[config.mk]
export PLATFORM = sky130hd
export DESIGN_NAME = three_button_debounce_long_press
export DESIGN_NICKNAME = d
export VERILOG_FILES = /design/src/hdl/tbdlp_pkg.sv /design/src/hdl/tbdlp_lane.sv /design/src/hdl/tbdlp_merge.sv /design/src/hdl/three_button_debounce_long_press.sv
export SDC_FILE = /design/constraint.sdc
export NUM_CORES = 1
export LEC_CHECK = 0
export ABC_AREA = 1
export BUFFER_PORTS_ARGS = -buffer_cell sky130_fd_sc_hd__buf_2
export CAP_MARGIN = 0
export CORE_AREA = 3 3 104 96
export CTS_BUF_LIST = sky130_fd_sc_hd__clkbuf_8 sky130_fd_sc_hd__clkbuf_16
export CTS_CLUSTER_SIZE = 16
export DETAILED_ROUTE_END_ITERATION = 10
export DIE_AREA = 0 0 107 99
export GPL_ROUTABILITY_DRIVEN = 0
export HOLD_SLACK_MARGIN = 0.06
export PLACE_DENSITY = 0.78
export SLEW_MARGIN = 20
export SYNTH_ARGS = -nofsm -noshare
export SYNTH_HDL_FRONTEND = slang
export SYNTH_SLANG_ARGS = --single-unit
[constraint.sdc]
create_clock -name clk -period 6 [get_ports clk]
set_clock_uncertainty 0.1 [all_clocks]
set_input_delay 0.3 -clock clk [delete_from_list [all_inputs] [get_ports clk]]
set_output_delay 0.3 -clock clk [all_outputs]
set_load 0.02 [all_outputs]
[src/hdl/tbdlp_pkg.sv]
// ----------------------------------------------------------------------------
// tbdlp_pkg
// shared types and constants for the three-button debounce block
// ----------------------------------------------------------------------------
`default_nettype none

package tbdlp_pkg;

  localparam int HOLD_BITS_DEF = 16;
  localparam int NUM_LANES     = 3;
  localparam int DEB_W         = 4;
  localparam int LONG_W        = 16;
  localparam int CFG_IDX_W     = 1;
  localparam int CFG_DATA_W    = 16;

  localparam logic [DEB_W-1:0]  DEBOUNCE_RST   = 4'd3;
  localparam logic [LONG_W-1:0] LONG_PRESS_RST = 16'd50;

  // lane order
  localparam int LANE_RECORD = 0;
  localparam int LANE_EFFECT = 1;
  localparam int LANE_VOLUME = 2;

  typedef enum logic [CFG_IDX_W-1:0] {
    CFG_DEBOUNCE   = 1'b0,
    CFG_LONG_PRESS = 1'b1
  } cfg_idx_t;

  typedef enum logic [2:0] {
    KIND_RECORD        = 3'd0,
    KIND_STOP          = 3'd1,
    KIND_NEXT_EFFECT   = 3'd2,
    KIND_TOGGLE_MUTE   = 3'd3,
    KIND_ADJUST_VOLUME = 3'd4
  } kind_t;

  typedef struct packed {
    logic press;
    logic release_evt;
    logic is_long;
  } lane_stat_t;

endpackage

`default_nettype wire

[src/hdl/tbdlp_lane.sv]
// ----------------------------------------------------------------------------
// tbdlp_lane
// counter debounce and saturating hold counter for one button
// ----------------------------------------------------------------------------
`default_nettype none

module tbdlp_lane #(
  parameter int HOLD_BITS = tbdlp_pkg::HOLD_BITS_DEF
) (
  input  wire logic                          clk,
  input  wire logic                          rst_n,
  input  wire logic                          step_en,
  input  wire logic                          sample,
  input  wire logic [tbdlp_pkg::DEB_W-1:0]   debounce_count,
  input  wire logic [tbdlp_pkg::LONG_W-1:0]  long_press_count,
  output tbdlp_pkg::lane_stat_t              stat
);
  import tbdlp_pkg::*;

  localparam int CMP_W = (HOLD_BITS > LONG_W) ? HOLD_BITS : LONG_W;

  logic                 last_r,   last_nxt;
  logic [DEB_W-1:0]     agree_r,  agree_nxt;
  logic                 stable_r, stable_nxt;
  logic [HOLD_BITS-1:0] hold_r,   hold_nxt;
  logic                 change;

  always_comb begin
    last_nxt   = sample;
    stable_nxt = stable_r;
    hold_nxt   = hold_r;
    if (sample == last_r) begin
      agree_nxt = (agree_r < debounce_count) ? agree_r + DEB_W'(1) : agree_r;
    end else begin
      agree_nxt = DEB_W'(1);
    end
    change = !((agree_nxt < debounce_count) || (stable_r == sample));
    if (!change) begin
      if (stable_r && !(&hold_r)) begin
        hold_nxt = hold_r + HOLD_BITS'(1);
      end
    end else begin
      stable_nxt = sample;
      if (sample) begin
        hold_nxt = '0;
      end
    end
  end

  // release compares the hold count from before this tick
  assign stat.press       = change && sample;
  assign stat.release_evt = change && !sample;
  assign stat.is_long     = CMP_W'(hold_r) >= CMP_W'(long_press_count);

  always_ff @(posedge clk) begin
    if (!rst_n) begin
      last_r   <= 1'b0;
      agree_r  <= '0;
      stable_r <= 1'b0;
      hold_r   <= '0;
    end else if (step_en) begin
      last_r   <= last_nxt;
      agree_r  <= agree_nxt;
      stable_r <= stable_nxt;
      hold_r   <= hold_nxt;
    end
  end

endmodule

`default_nettype wire

[src/hdl/tbdlp_merge.sv]
// ----------------------------------------------------------------------------
// tbdlp_merge
// priority merge of lane events into one registered intent
// ----------------------------------------------------------------------------
`default_nettype none

module tbdlp_merge (
  input  wire logic                                   clk,
  input  wire logic                                   rst_n,
  input  wire logic                                   load,
  input  wire logic                                   read_failed,
  input  wire tbdlp_pkg::lane_stat_t [tbdlp_pkg::NUM_LANES-1:0] stat,
  input  wire logic                                   out_ready,
  output logic                                        out_valid,
  output logic                                        intent_valid,
  output logic [2:0]                                  intent_kind
);
  import tbdlp_pkg::*;

  logic  out_valid_r, out_valid_nxt;
  logic  ivalid_r, ivalid_nxt;
  kind_t kind_r, kind_nxt;

  always_comb begin
    ivalid_nxt = 1'b0;
    kind_nxt   = KIND_RECORD;
    if (!read_failed) begin
      if (stat[LANE_RECORD].press) begin
        ivalid_nxt = 1'b1;
        kind_nxt   = KIND_RECORD;
      end else if (stat[LANE_EFFECT].release_evt) begin
        ivalid_nxt = 1'b1;
        kind_nxt   = stat[LANE_EFFECT].is_long ? KIND_STOP : KIND_NEXT_EFFECT;
      end else if (stat[LANE_VOLUME].release_evt) begin
        ivalid_nxt = 1'b1;
        kind_nxt   = stat[LANE_VOLUME].is_long ? KIND_TOGGLE_MUTE : KIND_ADJUST_VOLUME;
      end
    end
  end

  always_comb begin
    out_valid_nxt = out_valid_r;
    if (load) begin
      out_valid_nxt = 1'b1;
    end else if (out_ready) begin
      out_valid_nxt = 1'b0;
    end
  end

  always_ff @(posedge clk) begin
    if (!rst_n) begin
      out_valid_r <= 1'b0;
    end else begin
      out_valid_r <= out_valid_nxt;
    end
  end

  always_ff @(posedge clk) begin
    if (load) begin
      ivalid_r <= ivalid_nxt;
      kind_r   <= kind_nxt;
    end
  end

  assign out_valid    = out_valid_r;
  assign intent_valid = ivalid_r;
  assign intent_kind  = kind_r;

endmodule

`default_nettype wire

[src/hdl/three_button_debounce_long_press.sv]
// ----------------------------------------------------------------------------
// three_button_debounce_long_press
// three parallel button debouncers with long-press detection and intent merge
// the result is valid in the cycle after the input transfer (registered output)
// throughput: one item per cycle; input is taken while a result waits if
//   out_ready is high in the same cycle
// reset: synchronous active-low rst_n clears lane state and output valid,
//   and loads debounce_count 3, long_press_count 50
// ----------------------------------------------------------------------------
`default_nettype none

module three_button_debounce_long_press #(
  parameter int HOLD_BITS = tbdlp_pkg::HOLD_BITS_DEF
) (
  input  wire logic                              clk,
  input  wire logic                              rst_n,
  input  wire logic                              in_valid,
  output logic                                   in_ready,
  input  wire logic                              in_record_level,
  input  wire logic                              in_effect_level,
  input  wire logic                              in_volume_level,
  input  wire logic                              in_read_failed,
  output logic                                   out_valid,
  input  wire logic                              out_ready,
  output logic                                   out_intent_valid,
  output logic [2:0]                             out_intent_kind,
  input  wire logic                              cfg_we,
  input  wire logic [tbdlp_pkg::CFG_IDX_W-1:0]   cfg_index,
  input  wire logic [tbdlp_pkg::CFG_DATA_W-1:0]  cfg_wdata
);
  import tbdlp_pkg::*;

  logic [DEB_W-1:0]  debounce_r;
  logic [LONG_W-1:0] long_press_r;
  logic              in_xfer;
  logic              step_en;
  logic [NUM_LANES-1:0] samples;
  lane_stat_t [NUM_LANES-1:0] stat;

  always_ff @(posedge clk) begin
    if (!rst_n) begin
      debounce_r   <= DEBOUNCE_RST;
      long_press_r <= LONG_PRESS_RST;
    end else if (cfg_we) begin
      unique case (cfg_idx_t'(cfg_index))
        CFG_DEBOUNCE:   debounce_r   <= cfg_wdata[DEB_W-1:0];
        CFG_LONG_PRESS: long_press_r <= cfg_wdata[LONG_W-1:0];
        default: ;
      endcase
    end
  end

  assign in_ready = !out_valid || out_ready;
  assign in_xfer  = in_valid && in_ready;
  assign step_en  = in_xfer && !in_read_failed;

  assign samples[LANE_RECORD] = in_record_level;
  assign samples[LANE_EFFECT] = in_effect_level;
  assign samples[LANE_VOLUME] = in_volume_level;

  for (genvar g = 0; g < NUM_LANES; g++) begin : g_lane
    tbdlp_lane #(
      .HOLD_BITS(HOLD_BITS)
    ) u_lane (
      .clk              (clk),
      .rst_n            (rst_n),
      .step_en          (step_en),
      .sample           (samples[g]),
      .debounce_count   (debounce_r),
      .long_press_count (long_press_r),
      .stat             (stat[g])
    );
  end

  tbdlp_merge u_merge (
    .clk          (clk),
    .rst_n        (rst_n),
    .load         (in_xfer),
    .read_failed  (in_read_failed),
    .stat         (stat),
    .out_ready    (out_ready),
    .out_valid    (out_valid),
    .intent_valid (out_intent_valid),
    .intent_kind  (out_intent_kind)
  );

endmodule

`default_nettype wire
* Yosys cells after proc, flatten, opt, wreduce, memory -nomap -nowiden
Index checks and enable logic that the tools add are counted.
Widths: inputs -> output; s select.
** Word-level totals
- Register bits :: 75
- Memories kept :: 0
- Word-level logic and storage cells :: 95
- Memory bits (read-only) :: 0
- Bits in latches :: 0
- Output and inout port bits :: 6
- Bits in writable memories :: 0
- Input port bits :: 26
** Cells by class
- Eq/ne operators :: 8
- Bitwise gates (word level) :: 4
- $add $sub $neg :: 5
- Reductions and logical operators :: 33
- $lt $le $gt $ge :: 8
- Shift-type cells :: 0
- Multipliers :: 0
- Multiplexer cells :: 21
- Divide/modulo/power cells :: 0
** Operators with widths (number)
- $mux 16 :: 6
- $add 16x1->16 const B :: 2
- $ge 16x16->1 :: 2
- $reduce_and 16->1 :: 2
- $lt 4x4->1 :: 6
- $mux 4 :: 6
- $add 4x1->4 const B :: 3
- $reduce_and 2->1 :: 5
- $logic_not 1->1 :: 9
- $mux 3 :: 3
- $logic_and 1x1->1 :: 7
- $eq 1x1->1 :: 6
- $reduce_and 3->1 :: 2
- $reduce_bool 2->1 :: 3
- $mux 1 :: 5
- $logic_or 1x1->1 :: 4
- $ne 2x2->1 const B :: 2
- $not 1->1 :: 4
- $mux 2 :: 1
- $reduce_or 2->1 :: 1

* Depth between registers and ports, before layout
- Depth after elaboration :: 10
- Gate-level depth with buffers :: 22
- Mapped depth without buffers :: 21

* By module
A second synthesis with hierarchy kept.
** Unflattened totals
- Cell total of the unflattened synthesis :: 1045
- Area total of the unflattened synthesis :: 7392.1 µm²
** By module, submodules not included
- tbdlp_lane at g_lane[0].u_lane ... :: area each 2125.8 µm², times used 2, cells each 309
- tbdlp_lane at g_lane[1].u_lane :: area each 2159.6 µm², times used 1, cells each 305
- three_button_debounce_long_press :: area each 755.7 µm², times used 1, cells each 99
- tbdlp_merge :: area each 225.2 µm², times used 1, cells each 23

* Worst setup path after synthesis
Ideal clock, no wire load.
- Kind :: register -> register
- Start :: reg debounce_r[3]
- End :: reg g_lane[2].u_lane.hold_r[4]
- Setup slack :: 3.274 ns
- Cell stages (with the launch flop) :: 18
- Period minus slack after synthesis :: 2.726 ns
- Library setup time :: 0.115 ns
- Buffers on the path :: 1
- Arrival :: 2.511 ns
- Required time :: 5.785 ns
- Cell sequence :: dfxtp_1 inv_1 ha_1 a21oi_1 nand2_2 inv_1 nand4_1 xnor2_1 nand2_1 inv_1 ha_1 a21oi_1 nand2_4 nand2_4 nand2_4 buf_6 a21oi_1 nor2_1
** On the way
- Word-level cells in the longest chain between the ends :: 7
- Elaborated cells on any way between the ends :: 9
** RTL lines
- from (decl) :: line three_button_debounce_long_press.sv:33 : logic [DEB_W-1:0] debounce_r;
- from (signal assigned) :: line three_button_debounce_long_press.sv:46 : CFG_DEBOUNCE: debounce_r <= cfg_wdata[DEB_W-1:0];
- $lt 4x4->1 (*) :: line tbdlp_lane.sv:33 : agree_nxt = (agree_r < debounce_count) ? agree_r + DEB_W'(1) : agree_r;
- $mux 4 (*) :: line tbdlp_lane.sv:33
- $mux 4 (*) :: line tbdlp_lane.sv:32 : if (sample == last_r) begin
- named net g_lane[2].u_lane.agree_nxt[3] :: line tbdlp_lane.sv:23 : logic [DEB_W-1:0] agree_r, agree_nxt;
- $lt 4x4->1 (*) :: line tbdlp_lane.sv:37 : change = !((agree_nxt < debounce_count) || (stable_r == sample));
- $logic_or 1x1->1 (*) :: line tbdlp_lane.sv:37
- $ne 2x2->1 (no source line) / $reduce_bool 2->1 (equally long branches)
- $reduce_and 3->1 (no source line)
- to (signal assigned) :: line tbdlp_lane.sv:65 : hold_r <= hold_nxt;
- to (decl) :: line tbdlp_lane.sv:25 : logic [HOLD_BITS-1:0] hold_r, hold_nxt;
Mark *: on every way through the listed nets, which the timed path passes. The rest lies on a longest branch.
A chain may end at the register's enable or synchronous reset.

* Worst setup path after layout
- Start :: reg debounce_r[3]
- End :: reg g_lane[1].u_lane.hold_r[5]
** On the way
- Word-level cells in the longest chain between the ends :: 7
- Elaborated cells on any way between the ends :: 9
** RTL lines (line)
- $lt 4x4->1 (*) :: tbdlp_lane.sv:33
- $mux 4 (*) :: tbdlp_lane.sv:33
- $mux 4 (*) :: tbdlp_lane.sv:32
- named net g_lane[1].u_lane.agree_nxt[3] :: tbdlp_lane.sv:23
- $lt 4x4->1 (*) :: tbdlp_lane.sv:37
- $logic_or 1x1->1 (*) :: tbdlp_lane.sv:37
- $ne 2x2->1 (no source line) / $reduce_bool 2->1 (equally long branches)
- $reduce_and 3->1 (no source line)
- to (signal assigned) :: tbdlp_lane.sv:65
- to (decl) :: tbdlp_lane.sv:25
Marks and branches as above.

==> summary.txt <==
Status
  • Status: finished, final reports clean

Logic synthesis
  • Share of the synthesized area in compound gates (AO/OA/AOI/OAI): 0.147
  • Asr flop ratio synth: 0
  • Yosys warnings: 0
  • Post-synthesis adder-cell area fraction: 0.128
  • Register area share after synthesis: 0.286
  • Post-synthesis mux area share: 0
  • Post-synthesis instance total: 758
  • Post-Syn Area: 0.00540 mm^2
  • Area contributors post-synth: dfxtp_1 (26%), ha_1 (13%), nand2_1 (9.7%)
  • Simple-gate share of the synthesized area: 0.271
  • Count leader, synth: nand2_1
  • Post-synth top area share: 0.263
  • Post-Synth XOR/XNOR Area: 0.0584
  • Syn Nets: 839
  • Largest family of logic cells by synthesized area: simple AND/OR/NAND/NOR gates
  • Yosys cell types: 34
  • Commonest cells in the netlist: nand2_1 (139), inv_1 (105), a21oi_1 (81)
  • Cell taking the most area after synthesis: dfxtp_1
  • Synth Register Bits: 75
  • Number of synthesized flops with an enable pin: 4
  • Avg Inst Size Synth: 7.12 um^2
  • Most used DFF post-synth: dfxtp_1

Floorplanning
  • Die height: 99 um
  • # rows: 33
  • Full die area: 0.0106 mm^2
  • Starting Density: 0.597
  • Core area: 0.00904 mm^2
  • Die X: 107 um
  • Top Ports: 32

STA
  • RSZ-0062 raised after global routing: no
  • Worst-margin pin slew: 0.946 ns
  • Final Slew Violations: 0
  • Fin Setup TNS: 0 ns
  • Fin crit share: 0.589
  • Slew Limit Headroom: 0.368
  • Final Setup Violations: 0
  • Endpoints failing hold: 0
  • Maximum clock rate: 283 MHz
  • Fin crit period: 3.53 ns

Worst setup path
  • Critical-path cell list: inv_1 -> ha_1 -> a21oi_4 -> nand2_2 -> nor2_1 -> xor2_1 -> nand2_1 -> inv_1 -> ha_1 -> a21oi_1 -> nand2_4 -> a21oi_4 -> nand3_1 -> nand2_1 -> nor2_1
  • Crit-path slowest cell: a21oi_4
  • Startpoint Class: flop
  • Arr. time, crit path: 3.69 ns
  • Setup Crit Path Kind: reg -> reg
  • Worst Path Max Fanout: 32
  • Setup crit start: debounce_r[3]$_SDFFE_PN0P_
  • CP required: 6.16 ns
  • CP Capture Type: flop
  • Crit-path max cell delay: 0.76 ns
  • Worst reg2reg startpoint: debounce_r[3]$_SDFFE_PN0P_

Finish
  • Fin cells: 901
  • Final layout net count: 855
  • Share of cells above drive strength 1: 0.105
  • Area Overhead vs Synth: 6.80%
  • Fill cells: 805
  • Final design utilization: 0.637
  • # diodes: 0

Place
  • Dpl cells: 885
  • Input/output buffers: 31
  • Detailed Place HPWL: 8540 um

Power and ir drop
  • Internal power: 0.943 mW
  • Sequential Power Share: 0.407
  • Sw frac: 0.344
  • Combinational share of power: 0.261
  • P_sw: 0.495 mW
  • VDD IR-drop max: 0.137 mV
  • Total design power: 1.44 mW
  • Pwr/cell area: 250 mW/mm^2
  • Leakage Power: 2.79 nW
  • Clk pwr share: 0.332

Worst hold path
  • Hold Crit Class: in -> reg
  • Hold path start: cfg_wdata[0]

Clock network
  • TritonCTS Buffers: 9
  • Clock Latency Late Sink: 0.36 ns
  • Clock transition at the registers of the reported paths: 0.08 ns
  • CTS max path bufs: 2
  • Hold bufs inserted after CTS: 0
  • Num Clock Sinks: 75
  • CTS tree: built
  • Post_cts resized: 0
  • CTS root buffer: clkbuf_8
  • Post-CTS Setup Bufs: 0
  • H-tree levels: 3

Drt
  • Total number of vias: 4929
  • Wirelength, routed: 12000 um
  • DRT antenna net count: 0
  • Routed vias/inst: 5.47
  • Initial DRT Pass Iterations: 5
  • DRC: 0
  • Drt wl/cell: 13.3 um
  • Starting DRT DRC Count: 274

Global routing
  • Initial antenna violation count: 0
  • First-pass GRT wire length: 20300 um
  • Vias in the first global route: 4616
  • GRT Total Usage: 0.230
  • Largest net degree at the start of global routing: 66
  • Total grt overflow: 0

Job
  • Max_cap viols: 0
[critical path, delay by kind of cell, from the launching register on]
| kind | cells | cell delay (ns) |
|---|---|---|
| adder cells (fa/ha/maj) | 2 | 0.55 |
| AND/OR/NAND/NOR | 7 | 0.77 |
| AO/OA/AOI/OAI | 3 | 1.27 |
| XOR/XNOR | 1 | 0.17 |
| flip-flops | 1 | 0.30 |
| buffers and inverters | 2 | 0.26 |
[worst paths after layout]
path | endpoint | slack, ns | depth (start not counted)
max | g_lane[1].u_lane.hold_r[5]$_SDFFE_PN0P_ | 2.47 | 15
min | debounce_r[0]$_SDFFE_PN1P_ | 0.08 | 3
max reg2reg | g_lane[1].u_lane.hold_r[5]$_SDFFE_PN0P_ | 2.47 | 15
min reg2reg | g_lane[2].u_lane.last_r$_SDFFE_PN0P_ | 0.36 | 2
[power groups by stage]
stage	Clock, mW	Sequential (mW)	Combinational, mW
global route	0.500	0.591	0.429
CTS	0.483	0.583	0.374
finish	0.478	0.584	0.375
detailed placement	0	0.595	0.370
floorplan	0	0.583	0.322
global placement	0	0.593	0.348
[metrics by stage]
step | instance area, um^2 | worst slack [ns] | hold WS (ns)
floorplan | 5400 | 3.27 | 0.330
global placement | 5520 | 2.69 | 0.345
detailed placement | 5520 | 2.52 | 0.350
CTS | 5760 | 2.49 | 0.0789
global route | 5760 | 2.18 | 0.0834
finish | 5760 | 2.47 | 0.0776
[registers in the layout, summed over array words and instances (netlist names)]
| signal | cells |
|---|---|
| debounce_r | 4 |
| g_lane.u_lane.agree_r | 12 |
| g_lane.u_lane.hold_r | 32 |
| g_lane.u_lane.last_r | 3 |
| g_lane.u_lane.stable_r | 3 |
| long_press_r | 16 |
| u_merge.intent_kind | 3 |
| u_merge.intent_valid | 1 |
| u_merge.out_valid | 1 |
[logic make-up (layout without fill, tap and decap cells)]
kind of cell | count (synthesis) | in the layout
AOI/OAI and AO/OA | 143 | 143
xor gates and xnor gates | 36 | 36
adders and majority gates | 55 | 55
buffers and inverters | 134 | 155
DFF | 75 | 75
and+or+nand+nor | 315 | 315
[layer usage]
metal,vias to the layer above,track usage,share of wire
met5,-,0,0
met4,0,0.0718,0.012
met1,2262,0.306,0.47
met3,18,0.0413,0.044
met2,123,0.380,0.47
li1,2526,-,-
[layout make-up]
| cell class | instances | area [um^2] | share of cell area |
|---|---|---|---|
| clock inverter | 7 | 116 | 0.0202 |
| timing repair buffer | 33 | 170 | 0.0295 |
| sequential | 75 | 1540 | 0.268 |
| inverter | 106 | 398 | 0.0691 |
| clock buffer | 9 | 124 | 0.0215 |
| multi-input combinational | 549 | 3260 | 0.566 |
| tap | 122 | 153 | 0.0265 |
[cells in the final DEF (no fill, tap or decap)]
cell,instances
ha_1,55
nor3_1,11
dfxtp_1,71
a31oi_1,1
nor3_2,3
nor3b_1,3
nand3_2,10
xor2_1,27
o21ai_0,43
a211oi_1,2
clkbuf_8,9
o21ai_2,1
xnor2_1,9
nor2_1,66
or2_1,1
clkinv_1,1
o31ai_1,1
inv_1,105
clkinv_4,2
nand3_1,50
nand4_1,16
o211ai_1,9
edfxtp_1,4
a21oi_4,3
clkinv_2,1
buf_2,31
nand2_1,139
a21oi_2,2
nor4_1,2
inv_2,1
nor2_2,1
a21oi_1,81
nand2_2,7
bufinv_16,3
buf_4,2
nand2_4,6
(Power assumes the default switching activity.)
